`src/design/trqs_pkg.sv`:
```
`timescale 1ns / 1ps

package trqs_pkg;

  localparam int unsigned REQ_W    = 3;
  localparam int unsigned ID_W     = 4;
  localparam int unsigned CID_W    = 3;
  localparam int unsigned STATUS_W = 2;

  typedef enum logic [REQ_W-1:0] {
    REQ_CREATE = 3'd0,
    REQ_YIELD  = 3'd1,
    REQ_EXIT   = 3'd2,
    REQ_JOIN   = 3'd3,
    REQ_WAIT   = 3'd4,
    REQ_SIGNAL = 3'd5,
    REQ_INIT   = 3'd6
  } req_e;

  typedef enum logic [STATUS_W-1:0] {
    ST_OK          = 2'd0,
    ST_NO_READY    = 2'd1,
    ST_JOIN_DONE   = 2'd2,
    ST_SIGNAL_IDLE = 2'd3
  } status_e;

  typedef struct packed {
    logic latch;
    logic busy;
    logic commit;
    logic second;
  } ctrl_cmd_t;

  typedef struct packed {
    logic sig_pending;
    logic out_free;
  } dp_stat_t;

endpackage

```
`src/design/trqs_ram.sv`:
```
`timescale 1ns / 1ps

module trqs_ram #(
  parameter int unsigned WIDTH = 4,
  parameter int unsigned DEPTH = 16
) (
  input  logic                                   clk_i,
  input  logic                                   we_i,
  input  logic [((DEPTH > 1) ? $clog2(DEPTH) : 1)-1:0] waddr_i,
  input  logic [WIDTH-1:0]                       wdata_i,
  input  logic [((DEPTH > 1) ? $clog2(DEPTH) : 1)-1:0] raddr_i,
  output logic [WIDTH-1:0]                       rdata_o
);

  logic [WIDTH-1:0] mem_q [DEPTH];
  logic [WIDTH-1:0] rdata_q;

  always_ff @(posedge clk_i) begin
    if (we_i) begin
      mem_q[waddr_i] <= wdata_i;
    end
    rdata_q <= mem_q[raddr_i];
  end

  assign rdata_o = rdata_q;

endmodule

```
`src/design/trqs_ctrl.sv`:
```
`timescale 1ns / 1ps

module trqs_ctrl (
  input  logic                 clk_i,
  input  logic                 rst_ni,
  input  logic                 in_valid_i,
  output logic                 in_ready_o,
  input  trqs_pkg::dp_stat_t   stat_i,
  output trqs_pkg::ctrl_cmd_t  cmd_o
);

  import trqs_pkg::*;

  typedef enum logic [1:0] {
    S_IDLE,
    S_EXEC,
    S_SIGNAL
  } state_e;

  state_e state_q, state_d;

  always_comb begin
    state_d      = state_q;
    cmd_o        = '0;
    in_ready_o   = 1'b0;
    unique case (state_q)
      S_IDLE: begin
        in_ready_o = 1'b1;
        if (in_valid_i) begin
          cmd_o.latch = 1'b1;
          state_d     = S_EXEC;
        end
      end
      S_EXEC: begin
        cmd_o.busy = 1'b1;
        if (stat_i.sig_pending) begin
          state_d = S_SIGNAL;
        end else if (stat_i.out_free) begin
          cmd_o.commit = 1'b1;
          state_d      = S_IDLE;
        end
      end
      S_SIGNAL: begin
        cmd_o.busy   = 1'b1;
        cmd_o.second = 1'b1;
        if (stat_i.out_free) begin
          cmd_o.commit = 1'b1;
          state_d      = S_IDLE;
        end
      end
      default: state_d = S_IDLE;
    endcase
  end

  always_ff @(posedge clk_i or negedge rst_ni) begin
    if (!rst_ni) begin
      state_q <= S_IDLE;
    end else begin
      state_q <= state_d;
    end
  end

endmodule

```
`src/design/trqs_dp.sv`:
```
`timescale 1ns / 1ps

module trqs_dp #(
  parameter int unsigned MAX_THREADS = 16,
  parameter int unsigned MAX_CONDS   = 8
) (
  input  logic                           clk_i,
  input  logic                           rst_ni,
  input  logic [trqs_pkg::REQ_W-1:0]     req_type_i,
  input  logic [trqs_pkg::ID_W-1:0]      thread_id_i,
  input  logic [trqs_pkg::CID_W-1:0]     cond_id_i,
  input  logic                           out_ready_i,
  output logic                           out_valid_o,
  output logic [trqs_pkg::ID_W-1:0]      running_id_o,
  output logic                           running_valid_o,
  output logic                           switched_o,
  output logic [trqs_pkg::STATUS_W-1:0]  status_o,
  input  trqs_pkg::ctrl_cmd_t            cmd_i,
  output trqs_pkg::dp_stat_t             stat_o
);

  import trqs_pkg::*;

  localparam int unsigned TW = $clog2(MAX_THREADS);
  localparam int unsigned CW = (MAX_CONDS > 1) ? $clog2(MAX_CONDS) : 1;

  req_e                  req_q;
  logic [ID_W-1:0]       tid_q;
  logic [CID_W-1:0]      cid_q;
  logic                  tid_ok, cid_ok;
  logic [TW-1:0]         tid_ix;
  logic [CW-1:0]         cid_ix;

  logic [TW-1:0]         current_q, current_d;
  logic                  present_q, present_d;
  logic [TW-1:0]         ready_first_q, ready_first_d;
  logic [TW-1:0]         ready_last_q, ready_last_d;
  logic                  ready_ne_q, ready_ne_d;
  logic [MAX_CONDS-1:0]  wait_ne_q, wait_ne_d;
  logic [MAX_THREADS-1:0] join_v_q, join_v_d;
  logic [MAX_THREADS-1:0] fin_q, fin_d;

  logic                  out_valid_q;
  logic [ID_W-1:0]       out_id_q;
  logic                  out_rv_q, out_sw_q;
  logic [STATUS_W-1:0]   out_st_q;

  logic                  link_we;
  logic [TW-1:0]         link_wa, link_wd, link_ra, link_rd, link_byp;
  logic                  wait_we;
  logic [2*TW-1:0]       wait_wd, wait_rd;
  logic [CW-1:0]         wait_ra;
  logic [TW-1:0]         wait_first_rd, wait_last_rd;
  logic                  join_we;
  logic [TW-1:0]         join_rd;

  logic                  push_r, pop;
  logic [TW-1:0]         push_val;
  logic [TW-1:0]         rf1, rl1;
  logic                  rne1;
  status_e               status;

  assign tid_ok = (int'(tid_q) < int'(MAX_THREADS));
  assign cid_ok = (int'(cid_q) < int'(MAX_CONDS));
  assign tid_ix = TW'(tid_q);
  assign cid_ix = CW'(cid_q);

  assign wait_first_rd = wait_rd[2*TW-1:TW];
  assign wait_last_rd  = wait_rd[TW-1:0];

  assign wait_ra = cmd_i.busy ? cid_ix : CW'(cond_id_i);
  assign link_ra = (cmd_i.busy && (req_q == REQ_SIGNAL)) ? wait_first_rd : ready_first_q;

  trqs_ram #(.WIDTH(TW), .DEPTH(MAX_THREADS)) u_link_ram (
    .clk_i   (clk_i),
    .we_i    (link_we),
    .waddr_i (link_wa),
    .wdata_i (link_wd),
    .raddr_i (link_ra),
    .rdata_o (link_rd)
  );

  trqs_ram #(.WIDTH(2 * TW), .DEPTH(MAX_CONDS)) u_wait_ram (
    .clk_i   (clk_i),
    .we_i    (wait_we),
    .waddr_i (cid_ix),
    .wdata_i (wait_wd),
    .raddr_i (wait_ra),
    .rdata_o (wait_rd)
  );

  trqs_ram #(.WIDTH(TW), .DEPTH(MAX_THREADS)) u_join_ram (
    .clk_i   (clk_i),
    .we_i    (join_we),
    .waddr_i (tid_ix),
    .wdata_i (current_q),
    .raddr_i (current_q),
    .rdata_o (join_rd)
  );

  assign stat_o.sig_pending = (req_q == REQ_SIGNAL) && cid_ok && wait_ne_q[cid_ix];
  assign stat_o.out_free    = !out_valid_q || out_ready_i;

  always_comb begin
    current_d     = current_q;
    present_d     = present_q;
    wait_ne_d     = wait_ne_q;
    join_v_d      = join_v_q;
    fin_d         = fin_q;
    push_r        = 1'b0;
    push_val      = current_q;
    pop           = 1'b0;
    status        = ST_OK;
    link_we       = 1'b0;
    link_wa       = ready_last_q;
    link_wd       = '0;
    wait_we       = 1'b0;
    wait_wd       = {current_q, current_q};
    join_we       = 1'b0;

    if (cmd_i.commit && !cmd_i.second) begin
      case (req_q)
        REQ_CREATE: begin
          if (tid_ok) begin
            fin_d[tid_ix]    = 1'b0;
            join_v_d[tid_ix] = 1'b0;
            push_r           = 1'b1;
            push_val         = tid_ix;
          end
        end
        REQ_YIELD: begin
          push_r = present_q;
          pop    = 1'b1;
        end
        REQ_EXIT: begin
          if (present_q) begin
            push_r              = join_v_q[current_q];
            push_val            = join_rd;
            join_v_d[current_q] = 1'b0;
            fin_d[current_q]    = 1'b1;
          end
          pop = 1'b1;
        end
        REQ_JOIN: begin
          if (tid_ok) begin
            if (fin_q[tid_ix]) begin
              status = ST_JOIN_DONE;
            end else begin
              if (present_q) begin
                join_v_d[tid_ix] = 1'b1;
                join_we          = 1'b1;
              end
              pop = 1'b1;
            end
          end
        end
        REQ_WAIT: begin
          if (cid_ok) begin
            if (present_q) begin
              wait_we = 1'b1;
              if (wait_ne_q[cid_ix]) begin
                link_we = 1'b1;
                link_wa = wait_last_rd;
                link_wd = current_q;
                wait_wd = {wait_first_rd, current_q};
              end
              wait_ne_d[cid_ix] = 1'b1;
            end
            pop = 1'b1;
          end
        end
        REQ_SIGNAL: begin
          if (cid_ok) begin
            status = ST_SIGNAL_IDLE;
          end
        end
        REQ_INIT: begin
          if (cid_ok) begin
            wait_ne_d[cid_ix] = 1'b0;
          end
        end
        default: ;
      endcase
    end else if (cmd_i.commit && cmd_i.second) begin
      if (wait_first_rd == wait_last_rd) begin
        wait_ne_d[cid_ix] = 1'b0;
      end else begin
        wait_we = 1'b1;
        wait_wd = {link_rd, wait_last_rd};
      end
      push_r   = 1'b1;
      push_val = wait_first_rd;
    end

    rf1  = ready_first_q;
    rl1  = ready_last_q;
    rne1 = ready_ne_q;
    if (push_r) begin
      if (ready_ne_q) begin
        link_we = 1'b1;
        link_wa = ready_last_q;
        link_wd = push_val;
      end else begin
        rf1 = push_val;
      end
      rl1  = push_val;
      rne1 = 1'b1;
    end

    link_byp      = (link_we && (link_wa == rf1)) ? link_wd : link_rd;
    ready_first_d = rf1;
    ready_last_d  = rl1;
    ready_ne_d    = rne1;

    if (pop) begin
      if (rne1) begin
        current_d = rf1;
        present_d = 1'b1;
        if (rf1 == rl1) begin
          ready_ne_d = 1'b0;
        end else begin
          ready_first_d = link_byp;
        end
      end else begin
        current_d = '0;
        present_d = 1'b0;
        status    = ST_NO_READY;
      end
    end
  end

  always_ff @(posedge clk_i) begin
    if (cmd_i.latch) begin
      req_q <= req_e'(req_type_i);
      tid_q <= thread_id_i;
      cid_q <= cond_id_i;
    end
    if (cmd_i.commit) begin
      out_id_q <= present_d ? ID_W'(current_d) : '0;
      out_rv_q <= present_d;
      out_sw_q <= (present_q != present_d) ||
                  (present_q && present_d && (current_q != current_d));
      out_st_q <= status;
    end
  end

  always_ff @(posedge clk_i or negedge rst_ni) begin
    if (!rst_ni) begin
      current_q     <= '0;
      present_q     <= 1'b1;
      ready_first_q <= '0;
      ready_last_q  <= '0;
      ready_ne_q    <= 1'b0;
      wait_ne_q     <= '0;
      join_v_q      <= '0;
      fin_q         <= '0;
      out_valid_q   <= 1'b0;
    end else begin
      if (cmd_i.commit) begin
        current_q     <= current_d;
        present_q     <= present_d;
        ready_first_q <= ready_first_d;
        ready_last_q  <= ready_last_d;
        ready_ne_q    <= ready_ne_d;
        wait_ne_q     <= wait_ne_d;
        join_v_q      <= join_v_d;
        fin_q         <= fin_d;
        out_valid_q   <= 1'b1;
      end else if (out_ready_i) begin
        out_valid_q <= 1'b0;
      end
    end
  end

  assign out_valid_o     = out_valid_q;
  assign running_id_o    = out_id_q;
  assign running_valid_o = out_rv_q;
  assign switched_o      = out_sw_q;
  assign status_o        = out_st_q;

endmodule

```
`src/design/thread_ready_queue_scheduler_core.sv`:
```
`timescale 1ns / 1ps
// Channel   Direction  Handshake                 Beat contents
// request   in         in_valid_i / in_ready_o   req_type_i, thread_id_i, cond_id_i
// result    out        out_valid_o / out_ready_i running_id_o, running_valid_o,
//                                                switched_o, status_o
//
// Each request passes through S_EXEC, and a condition signal on a non-empty queue also through
// S_SIGNAL, because the link table is a memory with a registered read port and a signal must
// read the link of the condition queue's head before moving it to the ready queue.
// The reset is asynchronous and active low; all queues start empty with thread zero running.
// A result waiting in the output register does not block acceptance of the next request,
// which then holds in its final cycle until the output register frees.

module thread_ready_queue_scheduler_core #(
  parameter int unsigned MAX_THREADS = 16,
  parameter int unsigned MAX_CONDS   = 8
) (
  input  logic                           clk_i,
  input  logic                           rst_ni,
  input  logic                           in_valid_i,
  output logic                           in_ready_o,
  input  logic [trqs_pkg::REQ_W-1:0]     req_type_i,
  input  logic [trqs_pkg::ID_W-1:0]      thread_id_i,
  input  logic [trqs_pkg::CID_W-1:0]     cond_id_i,
  output logic                           out_valid_o,
  input  logic                           out_ready_i,
  output logic [trqs_pkg::ID_W-1:0]      running_id_o,
  output logic                           running_valid_o,
  output logic                           switched_o,
  output logic [trqs_pkg::STATUS_W-1:0]  status_o
);

  import trqs_pkg::*;

  ctrl_cmd_t cmd;
  dp_stat_t  stat;

  trqs_ctrl u_ctrl (
    .clk_i      (clk_i),
    .rst_ni     (rst_ni),
    .in_valid_i (in_valid_i),
    .in_ready_o (in_ready_o),
    .stat_i     (stat),
    .cmd_o      (cmd)
  );

  trqs_dp #(
    .MAX_THREADS (MAX_THREADS),
    .MAX_CONDS   (MAX_CONDS)
  ) u_dp (
    .clk_i           (clk_i),
    .rst_ni          (rst_ni),
    .req_type_i      (req_type_i),
    .thread_id_i     (thread_id_i),
    .cond_id_i       (cond_id_i),
    .out_ready_i     (out_ready_i),
    .out_valid_o     (out_valid_o),
    .running_id_o    (running_id_o),
    .running_valid_o (running_valid_o),
    .switched_o      (switched_o),
    .status_o        (status_o),
    .cmd_i           (cmd),
    .stat_o          (stat)
  );

endmodule

```
`config.mk`:
```
export PLATFORM = sky130hd
export DESIGN_NAME = thread_ready_queue_scheduler_core
export DESIGN_NICKNAME = d
export VERILOG_FILES = /design/src/design/trqs_pkg.sv /design/src/design/trqs_ram.sv /design/src/design/trqs_ctrl.sv /design/src/design/trqs_dp.sv /design/src/design/thread_ready_queue_scheduler_core.sv
export SDC_FILE = /design/constraint.sdc
export NUM_CORES = 1
export LEC_CHECK = 0
export ABC_AREA = 1
export BUFFER_PORTS_ARGS = -buffer_cell sky130_fd_sc_hd__buf_4
export CORE_UTILIZATION = 54
export CTS_CLUSTER_SIZE = 14
export DETAILED_ROUTE_END_ITERATION = 8
export GPL_ROUTABILITY_DRIVEN = 0
export PLACE_DENSITY = 0.73
export SLEW_MARGIN = 30
export SYNTH_ARGS = -nofsm -noshare
export SYNTH_HDL_FRONTEND = slang
export SYNTH_HIERARCHICAL = 1
export SYNTH_SLANG_ARGS = --single-unit
```
`constraint.sdc`:
```
create_clock -name clk_i -period 8.8 [get_ports clk_i]
set_input_delay 0.88 -clock clk_i [delete_from_list [all_inputs] [get_ports clk_i]]
set_output_delay 0.88 -clock clk_i [all_outputs]
set_load 0.01 [all_outputs]
```
### Word level (Yosys, flattened, before mapping)

Memories as Yosys holds them, arrays and structs flattened. A register that Yosys moved wholly into a read port is not among the register bits.
Cells that the tools add are included.

* bits in registers: 75
* memory bits (writable): 192
* bits of input ports: 14
* output and inout port bits: 10
* word-level logic and storage cells: 187
* memories kept: 3

Memories
* u_dp.u_join_ram.mem_q: depth 16, width 4, read ports 1, clocked after memory_dff 1, write ports 1, RTL line trqs_ram.sv:15 `logic [WIDTH-1:0] mem_q [DEPTH];`
* u_dp.u_link_ram.mem_q: depth 16, width 4, read ports 1, clocked after memory_dff 1, write ports 1, RTL line trqs_ram.sv:15
* u_dp.u_wait_ram.mem_q: depth 8, width 8, read ports 1, clocked after memory_dff 1, write ports 1, RTL line trqs_ram.sv:15

* $lt $le $gt $ge: 6
* equal/unequal tests: 19
* multiplexer cells: 107
* bitwise operators: 10
* reductions and logical operators: 25

Operators with widths (count)
* $mux 4: 25
* $mux 8: 10
* $mux 16: 4
* $and 16x16->16: 3
* $pmux 16 s3: 1
* $mux 1: 45
* $not 16->16: 2
* $or 16x16->16: 2
* $pmux 16 s2: 1
* $pmux 8 s2: 1
* $mux 2: 7
* $eq 4x4->1: 3
* $logic_and 1x1->1: 10
* $lt 4x5->1 const B: 2
* $eq 3x3->1 const B: 3
* $and 8x8->8: 1
* $bmux 1 s4: 2
* $demux 1 s4: 2
* $ge 4x1->1 const B: 2
* $not 8->8: 1
* $or 8x8->8: 1
* $pmux 2 s2: 2
* $pmux 4 s2: 1
* $reduce_bool 2->1: 4
* other kinds (27): 32

### Logic depth before layout (Yosys ltp)

* word-level depth: 16
* gate-level depth with buffers: 30
* depth with buffers taken out: 29

### Hierarchy

The synthesis kept the hierarchy.

By module, submodules not included
* trqs_ram (u_dp.u_join_ram ...): instances 2, cells each 290, area each 2966.6 um^2, sequential area each 2001.9 um^2
* trqs_dp: instances 1, cells each 678, area each 4834.6 um^2, sequential area each 1918.1 um^2
* trqs_ram (u_dp.u_wait_ram): instances 1, cells each 303, area each 3050.4 um^2, sequential area each 2082.0 um^2
* trqs_ctrl: instances 1, cells each 30, area each 203.9 um^2, sequential area each 50.0 um^2

### Worst setup path before layout

No wires, ideal clock.

* path kind: register to register
* start: reg u_dp.cid_q[1], in the netlist u_dp/cid_ix[1]
* end: reg u_dp.out_sw_q, in the netlist u_dp/switched_o, data pin
* library setup time: 0.252 ns
* arrival time: 3.244 ns
* required time: 8.548 ns
* setup slack: 5.303 ns
* stages on the path, launching flop included: 23
* buffers on the path: 2
* period minus slack after synthesis: 3.497 ns
* path through: edfxtp_1 inv_1 nand3_1 o22ai_1 inv_1 nand4_1 inv_1 nor2_1 inv_1 nand2_1 nand2_1 and3_1 buf_6 nand2_1 clkbuf_1 nand3_1 nand2_1 inv_2 a21oi_1 inv_1 ha_1 inv_1 nand2_1

RTL lines
* from (decl): RTL line trqs_dp.sv:29 `logic [CID_W-1:0] cid_q;`
* from (signal assigned): RTL line trqs_dp.sv:236 `cid_q <= cond_id_i;`
* to (signal assigned): RTL line trqs_dp.sv:241 `out_sw_q <= (present_q != present_d) ||`
* to (decl): RTL line trqs_dp.sv:45 `logic out_rv_q, out_sw_q;`

==> impl_metrics.csv <==
group,metric,value,unit
clock_network,cts_buffers,28,
clock_network,cts.repair.resized,0,
synthesis,synth_area,0.0140,mm2
floorplanning,core,0.0253,mm2
detailed_routing,drcViolationCount,0,
worst_setup_path,required,9.00,ns
clock_network,ctsHtreeMaxLevel,1,
cells_and_area,drive_gt1_share,7.59,%
grt,antenna_found_initial,0,
floorplanning,initial_core_util,55.4,%
cells_and_area,final_cell_mix,"485 x nand2_1, 261 x inv_1, 210 x edfxtp_1",
worst_setup_path,critPathLaunchType,"flip-flop",
worst_setup_path,rr_startpoint,"u_dp/cid_ix[1]",
synthesis,ys_seq_area_share,57.4,%
detailed_routing,drt_first_pass_iters,5,
detailed_routing,vias,10500,
synthesis,ys_types,41,
place,dpl.hpwl,20500,um
worst_setup_path,critPathArrivalTime,5.36,ns
sta,hold_slack,0.399,ns
run_status,outcome,"finished, final reports clean",
synthesis,yosys-top-cells-area,"edfxtp_1 45%, nand2_1 13%, dfrtp_1 10%",
place,io_buffers,23,
synthesis,synth_cells,1591,
job,drv_cap,0,
grt,grt_pass1_vias,9983,
clock_network,cts_hold_buf,0,
pwr,vdd_drop_max,0.000213,V
cells_and_area,fillers,2150,
min_path,hp-class,"input port to async pin",
clock_network,clockBufferDepth,3,
sta,setup_tns,0,ns
sta,hold_viol,0,
sta,post-route-period-util,58.5,%
synthesis,synth-main-ff-cell,"edfxtp_1",
detailed_routing,ant_nets,0,
floorplanning,fp-row-count,58,
worst_setup_path,rrSetupSlack,3.65,ns
floorplanning,die_w,163,um
synthesis,ys_ff_latch,283,
clock_network,clk-insertion-delay-late,0.54,ns
sta,fin_skew,0.0121,ns
sta,max_slew_margin,38.3,%
sta,report.final.setup_viol,0,
grt,grt.total_usage,24.4,%
worst_setup_path,worstSetupPathType,"flip-flop to flip-flop",
pwr,power_density,294,mW/mm2
detailed_routing,wire_per_inst,16.1,um
sta,rsz0062_at_grt,"false",
synthesis,yosys.area.top_type,"edfxtp_1",
synthesis,syn_nets,1610,
synthesis,ys_warn_count,6,
sta,slew_viol_final,0,
cells_and_area,area_growth,8.46,%
worst_setup_path,crit_fanout,17,
floorplanning,die_y,163,um
clock_network,cts.sinks,283,
sta,fin_crit,5.15,ns
detailed_routing,drt_iter0_markers,980,
clock_network,cts_setup_buffers,0,
detailed_routing,routed_wl,31400,um
synthesis,async_flop_share,20.1,%
worst_setup_path,r2r-end,"u_dp/u_join_ram/mem_q[10][0]",
synthesis,synth_top_cell_area_share,45.0,%
floorplanning,die_area,0.0266,mm2
grt,overflow,0,
sta,max_freq,194,MHz
pwr,p_leak,6.85,nW
synthesis,synth_edf_count,210,
clock_network,cts_tree,"done",
worst_setup_path,worstSetupStartpoint,"u_dp/cid_ix[1]",
synthesis,avgSynthCellArea,8.81,um2
clock_network,cts_root_buf,"clkbuf_16",
grt,grt_pass1_wl,51200,um
detailed_routing,via_per_inst,5.39,
cells_and_area,final_common_cell,"nand2_1",
grt,grt_max_degree,66,
clock_network,cts.clk_slew.worst_paths,0.07,ns
sta,worst_pin_slew,0.920,ns
worst_setup_path,reg2regPathDepth,17,
cells_and_area,num_antenna_cells,0,
cells_and_area,fin_nets,1618,
worst_setup_path,endpoint_kind,"flip-flop",
floorplanning,pin_count,24,
==> cells by family after synthesis <==
| logic type | Yosys count | share of synthesized area [%] |
|---|---|---|
| adder cells (fa/ha/maj) | 5 | 0.446 |
| multiplexers | 6 | 0.428 |
| XOR/XNOR | 4 | 0.250 |
| buffers and inverters | 329 | 10.6 |
| AO/OA/AOI/OAI | 163 | 6.96 |
| flip-flops | 283 | 57.4 |
| AND/OR/NAND/NOR | 801 | 23.9 |
==> per-layer routing <==
| metal | global-route usage [%] | share of wire (%) |
|---|---|---|
| met5 | 0 | 0 |
| met4 | 6.54 | 2.1 |
| met3 | 3.61 | 6.7 |
| met2 | 40.0 | 47 |
| met1 | 33.8 | 44 |
==> cell usage after synthesis, types with 5 or more instances <==
master / instances
a211oi_1: 6
a21oi_1: 27
a22oi_1: 18
a31oi_1: 34
buf_2: 9
buf_4: 13
buf_6: 21
clkbuf_1: 11
dfrtp_1: 56
dfxtp_1: 16
edfxtp_1: 210
ha_1: 5
inv_1: 261
inv_2: 6
mux2i_1: 6
nand2_1: 485
nand2_2: 8
nand3_1: 167
nand3b_1: 5
nand4_1: 7
nor2_1: 111
o21ai_0: 49
o21ai_1: 7
o22ai_1: 10
o31ai_1: 6
==> critical path: stages, from the launching register on <==
cell and delay, ns:
edfxtp_1 0.49, inv_1 0.14, nand3_1 0.15, inv_1 0.06
a21oi_1 0.14, nand4_1 0.21, inv_1 0.10, nor2_1 0.06
inv_1 0.05, nand2_1 0.04, nand2_1 0.06, and3_1 0.61
inv_1 0.40, nor2_4 0.25, clkinv_1 0.47, nor3_2 0.91
nand3b_1 0.30, nor2_1 0.35
==> power by group <==
part           internal [mW]  total, mW  switching (mW)
Clock                  0.680       1.17           0.489
Sequential              1.67       1.79           0.122
Combinational          0.418       1.50            1.09
Total                   2.77       4.46            1.70
==> layout make-up <==
cell class,count,area (um2),share of cell area (%)
clock buffer,37,776,5.10
clock inverter,15,139,0.913
inverter,274,1050,6.88
multi-input combinational,979,4530,29.8
sequential,283,8060,53.0
tap,330,413,2.71
timing repair buffer,33,248,1.63
==> worst max-delay path by stage <==
stage | to | slack (ns) | cells past startpoint
2_1_floorplan | u_dp/switched_o | 5.30 | 22
3_3_place_gp | u_dp/u_join_ram/mem_q[14][0] | 4.06 | 17
3_5_place_dp | u_dp/u_join_ram/mem_q[12][0] | 3.83 | 17
4_1_cts | u_dp/u_join_ram/mem_q[10][0] | 3.75 | 17
5_1_grt | u_dp/u_join_ram/mem_q[10][2] | 3.16 | 17
6_report | u_dp/u_join_ram/mem_q[10][0] | 3.65 | 17
==> registers in the layout, summed over array words and instances, names as in the netlist, 3 cells and up, named ones only <==
signal / count
u_dp/u_join_ram/rdata_o: 4
u_dp/ready_first_q: 4
u_dp/u_wait_ram/rdata_o: 8
u_dp/ready_last_q: 4
u_dp/req_q: 3
u_dp/tid_ix: 4
u_dp/join_v_q: 16
u_dp/u_link_ram/mem_q: 64
u_dp/cid_ix: 3
u_dp/u_join_ram/mem_q: 64
u_dp/fin_q: 16
u_dp/u_wait_ram/mem_q: 64
u_dp/current_q: 4
u_dp/u_link_ram/rdata_o: 4
u_dp/running_id_o: 4
==> per-stage QoR <==
step	utilization, %	worst slack, ns	cell area (um2)	power [mW]	std cells
final	60.0	3.65	15200	4.46	1951
after global routing	60.0	3.16	15200	4.72	1951
after CTS	60.0	3.75	15200	4.47	1951
after detailed placement	56.4	3.83	14300	3.29	1899
after global placement	56.4	4.06	14300	3.26	1899
after floorplan	-	5.30	14000	2.93	1591
Power figures use the tool's default switching activity.
